$ cat src/sv/bia_pkg.sv
package bia_pkg;

	// Geometry of the free map.
	localparam int WORD_BITS = 32;
	localparam int DEFAULT_ID_COUNT = 1024;
	localparam int ID_W = 11;
	localparam int ALLOC_W = 10;
	localparam int STATUS_W = 2;

	// Word values written by the clearing pass after reset.
	localparam logic [WORD_BITS-1:0] ALL_FREE = 32'hFFFF_FFFF;
	localparam logic [WORD_BITS-1:0] WORD0_INIT = 32'hFFFF_FFFE;

	// Request codes.
	localparam logic REQ_ALLOC = 1'b0;
	localparam logic REQ_FREE = 1'b1;

	// Result status codes.
	localparam logic [STATUS_W-1:0] ST_OK = 2'd0;
	localparam logic [STATUS_W-1:0] ST_EMPTY = 2'd1;
	localparam logic [STATUS_W-1:0] ST_RANGE = 2'd2;

	// Commands from the controller to the datapath.
	typedef struct packed {
		logic init_wr;
		logic load;
		logic clr_addr;
		logic scan_rd;
		logic scan_eval;
		logic free_rd;
		logic free_wr;
	} bia_cmd_t;

	// Status from the datapath to the controller.
	typedef struct packed {
		logic init_last;
		logic word_nz;
		logic tag_last;
		logic range_bad;
	} bia_stat_t;

	// Index of the lowest set bit of a map word; zero when the word is zero.
	function automatic logic [4:0] lowest_bit(logic [WORD_BITS-1:0] w);
		logic [4:0] idx;
		idx = '0;
		for (int i = WORD_BITS - 1; i >= 0; i--) begin
			if (w[i]) begin
				idx = 5'(i);
			end
		end
		return idx;
	endfunction

endpackage

$ cat src/sv/bitmap_id_allocator_unit.sv
// Bitmap id allocator: one bit per id in a map of 32-bit words, 1 meaning free.
// A request word (req_type, free_id) is taken at a rising edge where start is
// high and busy is low. req_type REQ_ALLOC grants the lowest free id; REQ_FREE
// releases free_id, and an id past the map reports ST_RANGE.
// Every request gives exactly one result word on alloc_id and status, shown for
// one cycle with done high; the receiver cannot stall, so it must take it then.
// A free in range reads its map word and writes it back with the bit set; a
// free out of range reports from the read state without touching the map.
// An allocate scans from word 0 up to the first non-empty word, or through
// the last word when the map is exhausted.
// The scan reads one map word per cycle from the single read port of the map
// memory, so an allocate takes longer the further into the map its free id lies.
// busy drops in the cycle done rises, so a new request can be taken while the
// result is shown.
// After reset a clearing pass writes one map word per cycle, leaving every
// id free except id 0; busy stays high until it ends.
module bitmap_id_allocator_unit #(
	parameter int ID_COUNT = bia_pkg::DEFAULT_ID_COUNT
) (
	input  logic                          clk,
	input  logic                          arst_n,
	input  logic                          start,
	output logic                          busy,
	input  logic                          req_type,
	input  logic [bia_pkg::ID_W-1:0]      free_id,
	output logic                          done,
	output logic [bia_pkg::ALLOC_W-1:0]   alloc_id,
	output logic [bia_pkg::STATUS_W-1:0]  status
);

	bia_pkg::bia_cmd_t cmd;
	bia_pkg::bia_stat_t stat;

	bia_ctrl u_ctrl (
		.clk(clk),
		.arst_n(arst_n),
		.start(start),
		.req_type(req_type),
		.stat(stat),
		.cmd(cmd),
		.busy(busy)
	);

	bia_datapath #(
		.ID_COUNT(ID_COUNT)
	) u_dp (
		.clk(clk),
		.arst_n(arst_n),
		.cmd(cmd),
		.stat(stat),
		.free_id(free_id),
		.done(done),
		.alloc_id(alloc_id),
		.status(status)
	);

	// Every result follows a cycle in which the block was working.
	a_done_after_busy: assert property (@(posedge clk) disable iff (!arst_n)
		done |-> $past(busy))
		else $error("result without a request in progress");

	// A failed request never carries an id.
	a_fail_no_id: assert property (@(posedge clk) disable iff (!arst_n)
		done && status != bia_pkg::ST_OK |-> alloc_id == '0)
		else $error("failed request returned an id");

endmodule

$ cat src/sv/bia_ram.sv
module bia_ram #(
	parameter int WIDTH = 32,
	parameter int DEPTH = 32,
	localparam int AW = (DEPTH > 1) ? $clog2(DEPTH) : 1
) (
	input  logic             clk,
	input  logic             we,
	input  logic [AW-1:0]    waddr,
	input  logic [WIDTH-1:0] wdata,
	input  logic             re,
	input  logic [AW-1:0]    raddr,
	output logic [WIDTH-1:0] rdata
);

	logic [WIDTH-1:0] mem_q [DEPTH];

	// One write port and one registered read port.
	always_ff @(posedge clk) begin
		if (we) begin
			mem_q[waddr] <= wdata;
		end
		if (re) begin
			rdata <= mem_q[raddr];
		end
	end

endmodule

$ cat src/sv/bia_datapath.sv
module bia_datapath #(
	parameter int ID_COUNT = bia_pkg::DEFAULT_ID_COUNT
) (
	input  logic                          clk,
	input  logic                          arst_n,
	input  bia_pkg::bia_cmd_t             cmd,
	output bia_pkg::bia_stat_t            stat,
	input  logic [bia_pkg::ID_W-1:0]      free_id,
	output logic                          done,
	output logic [bia_pkg::ALLOC_W-1:0]   alloc_id,
	output logic [bia_pkg::STATUS_W-1:0]  status
);

	localparam int MAP_WORDS = ID_COUNT / bia_pkg::WORD_BITS;
	localparam int AW = (MAP_WORDS > 1) ? $clog2(MAP_WORDS) : 1;
	localparam int FW = bia_pkg::ID_W - 5;
	localparam int IW = AW + 16;
	localparam logic [AW-1:0] LAST_WORD = AW'(MAP_WORDS - 1);

	logic [AW-1:0] addr_q;
	logic [AW-1:0] tag_s1;
	logic [bia_pkg::ID_W-1:0] free_id_q;
	logic done_q;
	logic [bia_pkg::ALLOC_W-1:0] alloc_id_q;
	logic [bia_pkg::STATUS_W-1:0] status_q;

	logic ram_we;
	logic [AW-1:0] ram_waddr;
	logic [bia_pkg::WORD_BITS-1:0] ram_wdata;
	logic ram_re;
	logic [AW-1:0] ram_raddr;
	logic [bia_pkg::WORD_BITS-1:0] ram_rdata;

	logic [FW-1:0] free_word;
	logic [16:0] free_word_ext;
	logic [AW-1:0] free_addr;
	logic [4:0] low_bit;
	logic [IW-1:0] id_ext;
	logic grant;

	// Word and bit of the id being released.
	assign free_word = free_id_q[bia_pkg::ID_W-1:5];
	assign free_word_ext = 17'(free_word);
	assign free_addr = free_word_ext[AW-1:0];

	// Lowest free bit of the word returned by the scan.
	assign low_bit = bia_pkg::lowest_bit(ram_rdata);
	assign id_ext = IW'({tag_s1, low_bit});
	assign grant = cmd.scan_eval && stat.word_nz;

	assign stat.init_last = (addr_q == LAST_WORD);
	assign stat.word_nz = (ram_rdata != '0);
	assign stat.tag_last = (tag_s1 == LAST_WORD);
	assign stat.range_bad = (32'(free_word) >= MAP_WORDS);

	// Memory port selection.
	always_comb begin
		ram_we = cmd.init_wr || cmd.free_wr || grant;
		ram_re = cmd.scan_rd || (cmd.free_rd && !stat.range_bad);
		ram_raddr = cmd.free_rd ? free_addr : addr_q;
		if (cmd.init_wr) begin
			ram_waddr = addr_q;
			ram_wdata = (addr_q == '0) ? bia_pkg::WORD0_INIT : bia_pkg::ALL_FREE;
		end else if (cmd.free_wr) begin
			ram_waddr = free_addr;
			ram_wdata = ram_rdata | (bia_pkg::WORD_BITS'(1) << free_id_q[4:0]);
		end else begin
			ram_waddr = tag_s1;
			ram_wdata = ram_rdata & ~(bia_pkg::WORD_BITS'(1) << low_bit);
		end
	end

	bia_ram #(
		.WIDTH(bia_pkg::WORD_BITS),
		.DEPTH(MAP_WORDS)
	) u_map (
		.clk(clk),
		.we(ram_we),
		.waddr(ram_waddr),
		.wdata(ram_wdata),
		.re(ram_re),
		.raddr(ram_raddr),
		.rdata(ram_rdata)
	);

	// Word address counter for the clearing pass and the scan.
	always_ff @(posedge clk or negedge arst_n) begin
		if (!arst_n) begin
			addr_q <= '0;
		end else if (cmd.clr_addr) begin
			addr_q <= '0;
		end else if (cmd.init_wr || cmd.scan_rd) begin
			addr_q <= addr_q + AW'(1);
		end
	end

	// Result strobe.
	always_ff @(posedge clk or negedge arst_n) begin
		if (!arst_n) begin
			done_q <= 1'b0;
		end else begin
			done_q <= (cmd.scan_eval && (stat.word_nz || stat.tag_last))
				|| (cmd.free_rd && stat.range_bad) || cmd.free_wr;
		end
	end

	// Request capture, scan tag and result word.
	always_ff @(posedge clk) begin
		if (cmd.load) begin
			free_id_q <= free_id;
		end
		if (cmd.scan_rd) begin
			tag_s1 <= addr_q;
		end
		if (cmd.scan_eval) begin
			alloc_id_q <= stat.word_nz ? id_ext[bia_pkg::ALLOC_W-1:0] : '0;
			status_q <= stat.word_nz ? bia_pkg::ST_OK : bia_pkg::ST_EMPTY;
		end else if (cmd.free_rd) begin
			alloc_id_q <= '0;
			status_q <= bia_pkg::ST_RANGE;
		end else if (cmd.free_wr) begin
			alloc_id_q <= '0;
			status_q <= bia_pkg::ST_OK;
		end
	end

	assign done = done_q;
	assign alloc_id = alloc_id_q;
	assign status = status_q;

	// A map word is never written and read at the same address in one cycle.
	a_no_rw_clash: assert property (@(posedge clk) disable iff (!arst_n)
		!(ram_we && ram_re && ram_waddr == ram_raddr))
		else $error("map word written and read in the same cycle");

	// A grant clears exactly one bit of the scanned word.
	a_one_bit_cleared: assert property (@(posedge clk) disable iff (!arst_n)
		grant |-> $countones(ram_rdata ^ ram_wdata) == 1)
		else $error("grant did not clear exactly one bit");

endmodule

$ cat src/sv/bia_ctrl.sv
module bia_ctrl (
	input  logic               clk,
	input  logic               arst_n,
	input  logic               start,
	input  logic               req_type,
	input  bia_pkg::bia_stat_t stat,
	output bia_pkg::bia_cmd_t  cmd,
	output logic               busy
);

	typedef enum logic [2:0] {
		S_INIT,
		S_IDLE,
		S_SCAN0,
		S_SCAN,
		S_FREE_RD,
		S_FREE_WR
	} state_t;

	state_t state_q;

	// Commands decoded from the current state.
	always_comb begin
		cmd = '0;
		case (state_q)
			S_INIT: begin
				cmd.init_wr = 1'b1;
			end
			S_IDLE: begin
				cmd.load = start;
				cmd.clr_addr = start;
			end
			S_SCAN0: begin
				cmd.scan_rd = 1'b1;
			end
			S_SCAN: begin
				cmd.scan_rd = 1'b1;
				cmd.scan_eval = 1'b1;
			end
			S_FREE_RD: begin
				cmd.free_rd = 1'b1;
			end
			S_FREE_WR: begin
				cmd.free_wr = 1'b1;
			end
			default: begin
				cmd = '0;
			end
		endcase
	end

	assign busy = (state_q != S_IDLE);

	// State register.
	always_ff @(posedge clk or negedge arst_n) begin
		if (!arst_n) begin
			state_q <= S_INIT;
		end else begin
			case (state_q)
				S_INIT: begin
					if (stat.init_last) begin
						state_q <= S_IDLE;
					end
				end
				S_IDLE: begin
					if (start) begin
						state_q <= (req_type == bia_pkg::REQ_FREE) ? S_FREE_RD : S_SCAN0;
					end
				end
				S_SCAN0: begin
					state_q <= S_SCAN;
				end
				S_SCAN: begin
					if (stat.word_nz || stat.tag_last) begin
						state_q <= S_IDLE;
					end
				end
				S_FREE_RD: begin
					state_q <= stat.range_bad ? S_IDLE : S_FREE_WR;
				end
				S_FREE_WR: begin
					state_q <= S_IDLE;
				end
				default: begin
					state_q <= S_IDLE;
				end
			endcase
		end
	end

	// The clearing pass runs only once after reset.
	a_init_once: assert property (@(posedge clk) disable iff (!arst_n)
		state_q != S_INIT |=> state_q != S_INIT)
		else $error("clearing pass entered again");

	// A free write always follows an in-range free read.
	a_free_order: assert property (@(posedge clk) disable iff (!arst_n)
		state_q == S_FREE_WR |-> $past(state_q) == S_FREE_RD && !$past(stat.range_bad))
		else $error("free write without a valid read");

endmodule

$ cat config.mk
export PLATFORM = sky130hd
export DESIGN_NAME = bitmap_id_allocator_unit
export DESIGN_NICKNAME = d
export VERILOG_FILES = /design/src/sv/bia_pkg.sv /design/src/sv/bitmap_id_allocator_unit.sv /design/src/sv/bia_ram.sv /design/src/sv/bia_datapath.sv /design/src/sv/bia_ctrl.sv
export SDC_FILE = /design/constraint.sdc
export NUM_CORES = 1
export LEC_CHECK = 0
export BUFFER_PORTS_ARGS = -buffer_cell sky130_fd_sc_hd__buf_2
export CAP_MARGIN = 10
export CORE_AREA = 10 10 425 427
export CTS_BUF_LIST = sky130_fd_sc_hd__clkbuf_2 sky130_fd_sc_hd__clkbuf_4 sky130_fd_sc_hd__clkbuf_8
export DETAILED_ROUTE_END_ITERATION = 10
export DIE_AREA = 0 0 435 437
export GPL_ROUTABILITY_DRIVEN = 0
export PLACE_DENSITY = 0.45
export SYNTH_ARGS = -nofsm -noshare
export SYNTH_HDL_FRONTEND = slang
export SYNTH_SLANG_ARGS = --single-unit
$ cat constraint.sdc
create_clock -name clk -period 4.7 [get_ports clk]
set_input_delay 0.235 -clock clk [delete_from_list [all_inputs] [get_ports clk]]
set_output_delay 0.235 -clock clk [all_outputs]
set_load 0.005 [all_outputs]
### Word-level counts from Yosys, hierarchy flattened

Memories as Yosys holds them, arrays and structs flattened. A register that Yosys moved wholly into a read port is not among the register bits.
Index checks and enable logic that the tools add are counted.
Widths: inputs -> output; s select.

* $add $sub $neg: 1
* $lt $le $gt $ge: 1
* eq/ne operators: 11
* shift-type cells: 2
* mux-type cells: 62
* bitwise operators: 3
* reduce and logical (&&, ||, !) cells: 19

Operator list (number)
* $mux 5: 37
* $mux 32: 2
* $shl 1x5->32 const A: 2
* $mux 10: 4
* $and 32x32->32: 1
* $not 32->32: 1
* $or 32x32->32: 1
* $reduce_bool 32->1: 1
* $mux 3: 5
* $pmux 3 s5: 1
* $eq 5x5->1 const B: 2
* $mux 1: 9
* $mux 2: 4
* $logic_or 1x1->1: 7
* $eq 3x2->1 const B: 2
* $eq 3x3->1 const B: 2
* $ge 6x6->1 const B: 1
* $add 5x1->5 const B: 1
* $logic_not 5->1: 1
* $logic_and 1x1->1: 4
* $ne 2x2->1 const B: 2
* $eq 3x1->1 const B: 1
* $logic_not 3->1: 1
* $ne 3x1->1 const B: 1
* 6 further kinds: 6

* flip-flop bits (word level): 37
* memory bits (writable): 1024
* input bits: 15
* memories: 1

Memory list
* u_dp.u_map.mem_q: depth 32, width 32, rd ports 1, clocked after memory_dff 1, write ports 1, line bia_ram.sv:15 `logic [WIDTH-1:0] mem_q [DEPTH];`

### Depth between registers and ports, before layout

Gate-level depths: netlist of the first run.

* word-level depth: 37
* gate-level depth with buffers: 10
* depth with buffers taken out: 8

### Modules after synthesis

From an unflattened synthesis of the first run, not the netlist that was laid out.

* cells, all modules: 2593
* area total of the unflattened synthesis: 43716.9 µm²

Modules (own cells, without submodules)
* bia_ram: instances 1, cells each 2260, area each 40805.4 µm², sequential area each 31710.4 µm²
* bia_datapath: instances 1, cells each 310, area each 2708.8 µm², sequential area each 991.0 µm²
* bia_ctrl: instances 1, cells each 23, area each 202.7 µm², sequential area each 75.1 µm²

### Least setup slack after synthesis of the first run

Ideal clock, no wire load.

* kind: flip-flop to flip-flop
* start: register u_ctrl.state_q[1]
* end: register u_dp.u_map.rdata[0] (read register of u_dp.u_map.mem_q) (enable)
* library setup time: 470 ps
* arrival: 3312 ps
* setup slack: 918 ps
* cell stages (with the launch flop): 4
* buffers on the path: 2
* cells stage by stage: dfrtp_1 -> clkbuf_1 -> buf_1 -> o31ai_1

* longest elaborated chain between the ends: 4
* elaborated cells on any way between the ends: 9
* classes of those cells: 3 x eq/ne; 3 x mux; 3 x reduce/logical

RTL lines
* start, declared: line bia_ctrl.sv:20 `state_t state_q;`
* start signal, assigned: line bia_ctrl.sv:67 `state_q <= (req_type == bia_pkg::REQ_FREE) ? S_FREE_RD : S_SCAN0;`
* start signal, assigned: line bia_ctrl.sv:79 `state_q <= stat.range_bad ? S_IDLE : S_FREE_WR;`
* $eq 3x2->1 / $eq 3x3->1 (equally long branches): line bia_ctrl.sv:25 `case (state_q)`
* $reduce_or 2->1 (no line) / $mux 1 (equally long branches)
* $mux 1 / $logic_and 1x1->1 (equally long branches): line bia_ctrl.sv:25, bia_datapath.sv:59
* $logic_or 1x1->1 *: line bia_datapath.sv:59 `ram_re = cmd.scan_rd || (cmd.free_rd && !stat.range_bad);`
* named net u_dp.ram_re: line bia_datapath.sv:30 `logic ram_re;`
* end, declared: line bia_ram.sv:12 `output logic [WIDTH-1:0] rdata`

The timed path passes the listed nets; every way through them passes the cells marked *.
A chain may end at the register's enable or synchronous reset.

### Final worst setup path of the first run

* start: register u_ctrl.state_q[1]
* end: register u_dp.u_map.rdata[3] (read register of u_dp.u_map.mem_q) (data pin)

* longest elaborated chain between the ends: 4
* elaborated cells on any way between the ends: 9
* classes of those cells: 3 x eq/ne; 3 x mux; 3 x reduce/logical

RTL lines (line)
* $eq 3x2->1 / $eq 3x3->1 (equally long branches): bia_ctrl.sv:25
* $reduce_or 2->1 (no line) / $mux 1 (equally long branches)
* $mux 1 / $logic_and 1x1->1 (equally long branches): bia_ctrl.sv:25, bia_datapath.sv:59
* $logic_or 1x1->1: bia_datapath.sv:59

Several ways; a longest one is shown, not always the timed one.

==> results of run 1 <==
-- flip-flops by register name, summed over array words and instances, names as in the netlist --
signal and flops:
u_dp.u_map.rdata 32, u_dp.u_map.mem_q 1024, u_dp.status 2, u_dp.alloc_id 10
u_dp.tag_s1 5, u_dp.done 1, u_dp.free_id_q 11, u_dp.addr_q 5
u_ctrl.state_q 3
-- repair_timing --
item,in CTS,in global routing
hold buffers,27,0
gates resized for setup,0,0
hold endpoints to repair,39,0
-- layout make-up --
type                       instances  area (um2)  share of cell area [%]
timing repair buffer             195        1680                    3.30
tap                             2310        2890                    5.68
clock buffer                     251        3050                    5.98
antenna                            7        17.5                  0.0344
sequential                      1093       32800                    64.4
inverter                          16        60.1                   0.118
multi-input combinational       1228        9970                    19.6
clock inverter                    73         482                   0.946
-- critical path, cell delays in order, from the launching register on --
cell	delay [ns]
dfrtp_1	0.85
nor2_8	0.16
mux2_8	0.65
buf_4	0.77
mux2i_1	0.26
o22ai_1	0.12
nor4_1	0.95
nand2_1	0.11
-- cell usage in the layout, fill, tap and decap left out, types with 7 or more instances in the layout --
master         count
nand2_1           57
buf_12            16
clkinv_1          44
dlygate4sd3_1     27
o22ai_1          260
a31oi_1            9
nand3_2           16
clkbuf_4          65
clkinv_2          11
dfrtp_1            9
nand2b_1          11
nor4_1            58
clkbuf_8         186
nor3_1            31
nor4_2            11
inv_1             16
mux2i_1          519
diode_2            7
o21ai_0           12
buf_2             28
o21ai_4           10
a21oi_1           37
o21ai_2           16
edfxtp_1        1084
buf_4            123
nand3_1            8
nor2_1            44
nor2_4            32
-- cells by family (layout without fill, tap and decap cells) --
logic type	count (synthesis)	count (layout)	share of synthesized area, %
other	0	7	0
and+or+nand+nor	320	320	3.98
AOI/OAI and AO/OA	382	382	5.55
adders and majority gates	3	3	0.0877
muxes	523	523	12.2
buffers and inverters	139	535	1.59
DFF	1093	1093	76.6
-- metal layers --
metal  vias up  track usage, %
li1      10500               -
met1     12300            18.0
met2       644            20.6
met3       180            2.65
met4         2            4.03
met5         -               0
-- stage by stage --
stage | hold WS (ns) | std cells | setup slack, ns
floorplan | -0.0606 | 2460 | 0.918
global placement | 0.118 | 4808 | -0.201
detailed placement | 0.117 | 4815 | 0.515
CTS | 0.115 | 5166 | 0.480
global route | 0.201 | 5169 | 0.262
finish | 0.227 | 5173 | 0.479
-- how the worst max path moves through the flow --
stage	endpoint	cells after the start
2_1_floorplan	u_dp.u_map.rdata[0]	3
3_3_place_gp	u_dp.u_map.rdata[0]	7
3_5_place_dp	u_dp.u_map.rdata[3]	7
4_1_cts	u_dp.u_map.rdata[3]	7
5_1_grt	u_dp.u_map.rdata[3]	7
6_report	u_dp.u_map.rdata[3]	7
-- power groups by stage --
stage	clock network (mW)	logic (mW)	registers [mW]
after detailed placement	0	10.5	14.8
final	8.27	10.4	14.6
after global routing	8.95	11.2	14.7
after global placement	0	10.4	14.8
after CTS	8.52	10.5	14.6
after floorplan	0	5.54	14.6
==> metrics.txt, run 1 <==
Post-Syn Area 42,800 um2; max layer used met5; Reg power frac 43.9%; Pleak 16.0 nW; Total Neg Setup Slack 0 ns; area share of the largest cell type after synthesis 76.0%; clk_lat worst skew 0.91 ns; unrepaired setup endpoints after global routing false; vias in the first global route 24.1k; met3 WL 6950 um; pin count of the biggest net entering global routing 75; Met1 Wirelength 58,900 um; first-pass GRT wire length 182,000 um; Net Sw Frac 35.9%; Req. time, crit path 5.31 ns; Fmax 237 MHz; layout cells sized above 1 19.5%; reg2reg end u_dp.u_map.rdata[3]; Setup-failing EPs final 0; max-cap violations 0; nets 2,736; number of synthesized flops with an enable pin 1,084; combinational power share 31.3%; IO Pins 29; via count 23.7k; min-delay worst type in2reg; hold path start req_type; Syn-to-layout area delta 19.0%; crit path DAT 4.83 ns; Worst Hold Path EP u_ctrl.state_q[2]; type of destination of the critical path flip-flop; R2R setup slack 0.48 ns; Psw 12.0 mW; actual slew at the worst max-slew pin 1.19 ns; yosys warns 0; total nets after synthesis 2,478; PwrDens 655 nW/um2; # rows 152; Routed wire per std cell 24.7 um; hpwl dp 77,500 um; Startpoint Class flip-flop; Seq cells post-synth 1,093; CTS HTree Levels 4; Hold Path Depth 4; worst-path maximum fanout 45; Pwr Total 33.3 mW; fin. max-slew vios 0; total grt overflow 0; First-pass DRT Iterations 6; clock sink count 1,093; die height 437 um; First DRT Iteration DRCs 1,952; Die Width 435 um; Worst R2R Path Depth 7; register area share after synthesis 76.6%; final hold vios 0; initial core utilization 25.0%; # Post-CTS Setup Buffers 0; CTS tree built; R2R Path Start u_ctrl.state_q[1]; GRT Resource Usage Total 13.1%; Crit Path Class reg2reg; post-route cell area 50,900 um2; port bufs 28; Max clock buf depth 3; die area 190,000 um2; core area 171,000 um2; CP Launch Point u_ctrl.state_q[1]; remaining antenna violation count after routing 0; Post-DP Area 47,100 um2; syn_area_per_cell 17.4 um2; fill cell count 16.9k; initial antenna violation count 12; Num CTS Buffers 184; minimum clock period after layout 4.22 ns; library cells used by synthesis 62; relative slew slack 20.1%; count leader, synth edfxtp_1; crit share post-route 89.8%; Final Skew 0.0408 ns; Synth area leaders edfxtp_1 (76%), mux2i_1 (12%), o22ai_1 (3.8%); post-layout util 29.7%; clock share of power 24.8%; Routed Wire Length 128,000 um; clock slew at reported path FFs 0.06 ns; Vias per Instance 4.57; met2 wire length 58,900 um; cell taking the most area after synthesis edfxtp_1; DRC 0; worst vdd ir 0.446 mV; Post-Synthesis Cells 2,460; Synth Flop Type edfxtp_1; FFs w/ async S/R, synth 0.823%; CTS Root Cell clkbuf_8; status finished, final reports clean; Internal 21.4 mW; top cells by instance count after synthesis edfxtp_1 (1,084), mux2i_1 (519), o22ai_1 (260), nor2_1 (76), nor4_1 (69)
(Power assumes the default switching activity.)
==> inputs of run 2 (changes only) <==
ABC_AREA = 1   (was default)
CORE_AREA = 10 10 429 431   (was 10 10 425 427)
DIE_AREA = 0 0 439 441   (was 0 0 435 437)
==> metrics.txt, run 2 <==
fin. max-slew vios 0 (unchanged); register area share after synthesis 75.3% (-1.2 points); actual slew at the worst max-slew pin 1.26 ns (+0.0631 ns); Routed Wire Length 150,000 um (+17%); Reg area 32,800 um2 (unchanged); total nets after synthesis 3,256 (+31%); First DRT Iteration DRCs 3,125 (+60%); Hold Path Depth 3 (-1); Worst R2R Path Depth 36 (+29); fill cell count 17.8k (+5.3%); Synth area leaders edfxtp_1 (75%), o21ai_0 (6.2%), nor2_1 (5.1%); type of destination of the critical path flip-flop; hpwl dp 79,700 um (+2.8%); post-route cell area 51,700 um2 (+1.4%); initial core utilization 24.8% (-0.18 points); Post-Syn Area 43,500 um2 (+1.6%); core area 175,000 um2 (+2.3%); IO Pins 29 (unchanged); Slowest cell on crit path nand2_1; Max clock buf depth 3 (unchanged); Seq cells post-synth 1,093 (unchanged); Critical Path Max Stage Delay 0.58 ns (-0.37 ns); most frequent CP cell nand2_1; Post-DP Area 47,700 um2 (+1.3%); clock sink count 1,093 (unchanged); post-layout util 29.5% (-0.26 points); crit share post-route 81.3% (-8.5 points); minimum clock period after layout 3.82 ns (-0.398 ns); GRT Resource Usage Total 15.0% (+1.9 points); top cells by instance count after synthesis edfxtp_1 (1,084), nor2_1 (595), o21ai_0 (537), clkbuf_1 (213), o221ai_1 (183); status finished, final reports clean; Fmax 262 MHz (+10%); syn_area_per_cell 13.4 um2 (-23%); crit path DAT 4.23 ns (-0.60 ns); clk_lat worst skew 0.94 ns (+0.03 ns); relative slew slack 16.2% (-3.9 points); dpl ws 0.960 ns (+0.445 ns); # Post-CTS Setup Buffers 0 (unchanged); final worst setup slack 0.877 ns (+0.398 ns); most common cell after layout, fill and taps aside edfxtp_1; area share of the largest cell type after synthesis 74.8% (-1.2 points); clock slew at reported path FFs 0.06 ns (about the same); Crit Path Class reg2reg; DRC 0 (unchanged); cell taking the most area after synthesis edfxtp_1; Die Width 439 um (+0.92%); CP top delay family simple AND/OR/NAND/NOR gates; library cells used by synthesis 33 (-47%); Vias per Instance 4.99 (+9.0%); CTS Root Cell clkbuf_8; biggest regs u_dp.u_map.mem_q x1024, u_dp.u_map.rdata x32, u_dp.free_id_q x11; WP depth 36 (+29); count leader, synth edfxtp_1; Buf+Inv Stages, Crit Path 1 (unchanged); first-pass GRT wire length 213,000 um (+17%); FFs w/ async S/R, synth 0.823% (unchanged); final hold vios 0 (unchanged); Pleak 16.2 nW (+0.99%); yosys warns 0 (unchanged); die area 194,000 um2 (+1.8%); Synth Flop Type edfxtp_1; Num CTS Buffers 188 (+2.2%); PwrDens 745 nW/um2 (+14%); max reg flops 1,024 (unchanged); register name with the most flops u_dp.u_map.mem_q; commonest non-fill, non-tap cells in the layout edfxtp_1 (1,084), nor2_1 (563), o21ai_0 (531); area of the multi-input gates 9860 um2 (-1.1%); Req. time, crit path 5.10 ns (-0.21 ns); initial antenna violation count 2 (-10); CTS tree built; layout cells sized above 1 15.2% (-4.3 points); remaining antenna violation count after routing 0 (unchanged); Final Skew 0.0550 ns (+0.0143 ns); # rows 154 (+1.3%); min-delay worst type in2reg; number of synthesized flops with an enable pin 1,084 (unchanged); vias in the first global route 28.4k (+18%); Startpoint Class flip-flop; Setup-failing EPs final 0 (unchanged); CTS HTree Levels 4 (unchanged); Routed wire per std cell 25.4 um (+2.8%); die height 441 um (+0.92%); max-cap violations 0 (unchanged); via count 29.4k (+24%); Total Neg Setup Slack 0 ns (unchanged); unrepaired setup endpoints after global routing false; port bufs 28 (unchanged); Syn-to-layout area delta 18.7%; First-pass DRT Iterations 8 (+2); worst vdd ir 0.402 mV (-9.9%); worst hold margin 0.132 ns (-0.0947 ns); nets 3,430 (+25%); worst-path maximum fanout 32 (-29%); Post-Synthesis Cells 3,238 (+32%); total grt overflow 0 (unchanged); pin count of the biggest net entering global routing 129 (+72%)
run 2: final timing paths:
kind                                      start                       to  slack, ns
min in group asynchronous                arst_n           u_dp.addr_q[4]       0.34
max in group asynchronous                arst_n                u_dp.done       4.02
hold / removal                         req_type        u_ctrl.state_q[1]       0.13
hold reg to reg                  u_dp.addr_q[3]           u_dp.tag_s1[3]       0.49
setup reg to reg           u_dp.u_map.rdata[30]  u_dp.u_map.mem_q[28][9]       0.88
setup / recovery           u_dp.u_map.rdata[30]  u_dp.u_map.mem_q[28][9]       0.88
run 2: logic make-up after synthesis:
family	synth area share (%)
simple gates	7.56
buf+inv	2.79
fa+ha+maj	0.0863
flops	75.3
compound gates	14.2
run 2: layer usage:
metal	track usage [%]	wire [um]	vias to the layer above
li1	-	-	12800
met1	20.9	67500	15300
met2	23.8	69100	1086
met3	2.50	8880	261
met4	4.79	4140	0
met5	0	0	-
run 2: tightest hold or removal path, cell delays in order:
cell and delay (ns):
dlygate4sd3_1 0.52, buf_2 0.13, o221ai_1 0.12
run 2: area by class of cell:
cell class | count | share of cell area (%)
Sequential cell | 1093 | 63.5
Tap cell | 2340 | 5.67
Clock buffer | 248 | 5.94
Inverter | 87 | 0.669
Multi-Input combinational cell | 1827 | 19.1
Clock inverter | 87 | 1.09
Antenna cell | 1 | 0.00484
Timing Repair Buffer | 215 | 4.07
run 2: power by group:
group          internal, mW  switching, mW  leakage, nW
Combinational          3.71           11.5         4.47
Sequential             14.4          0.444         9.82
Clock                  4.49           4.02         1.92
Total                  22.6           15.9         16.2
run 2: timing repair:
item	in CTS	in global routing
gates resized for setup	0	0
hold endpoints to repair	22	0
hold buffers	26	0
run 2: per-stage QoR:
step,instances,power [mW]
finish,5898,38.5
global route,5898,40.5
CTS,5896,38.7
detailed placement,5535,30.1
global placement,5534,30.2
floorplan,3238,23.2
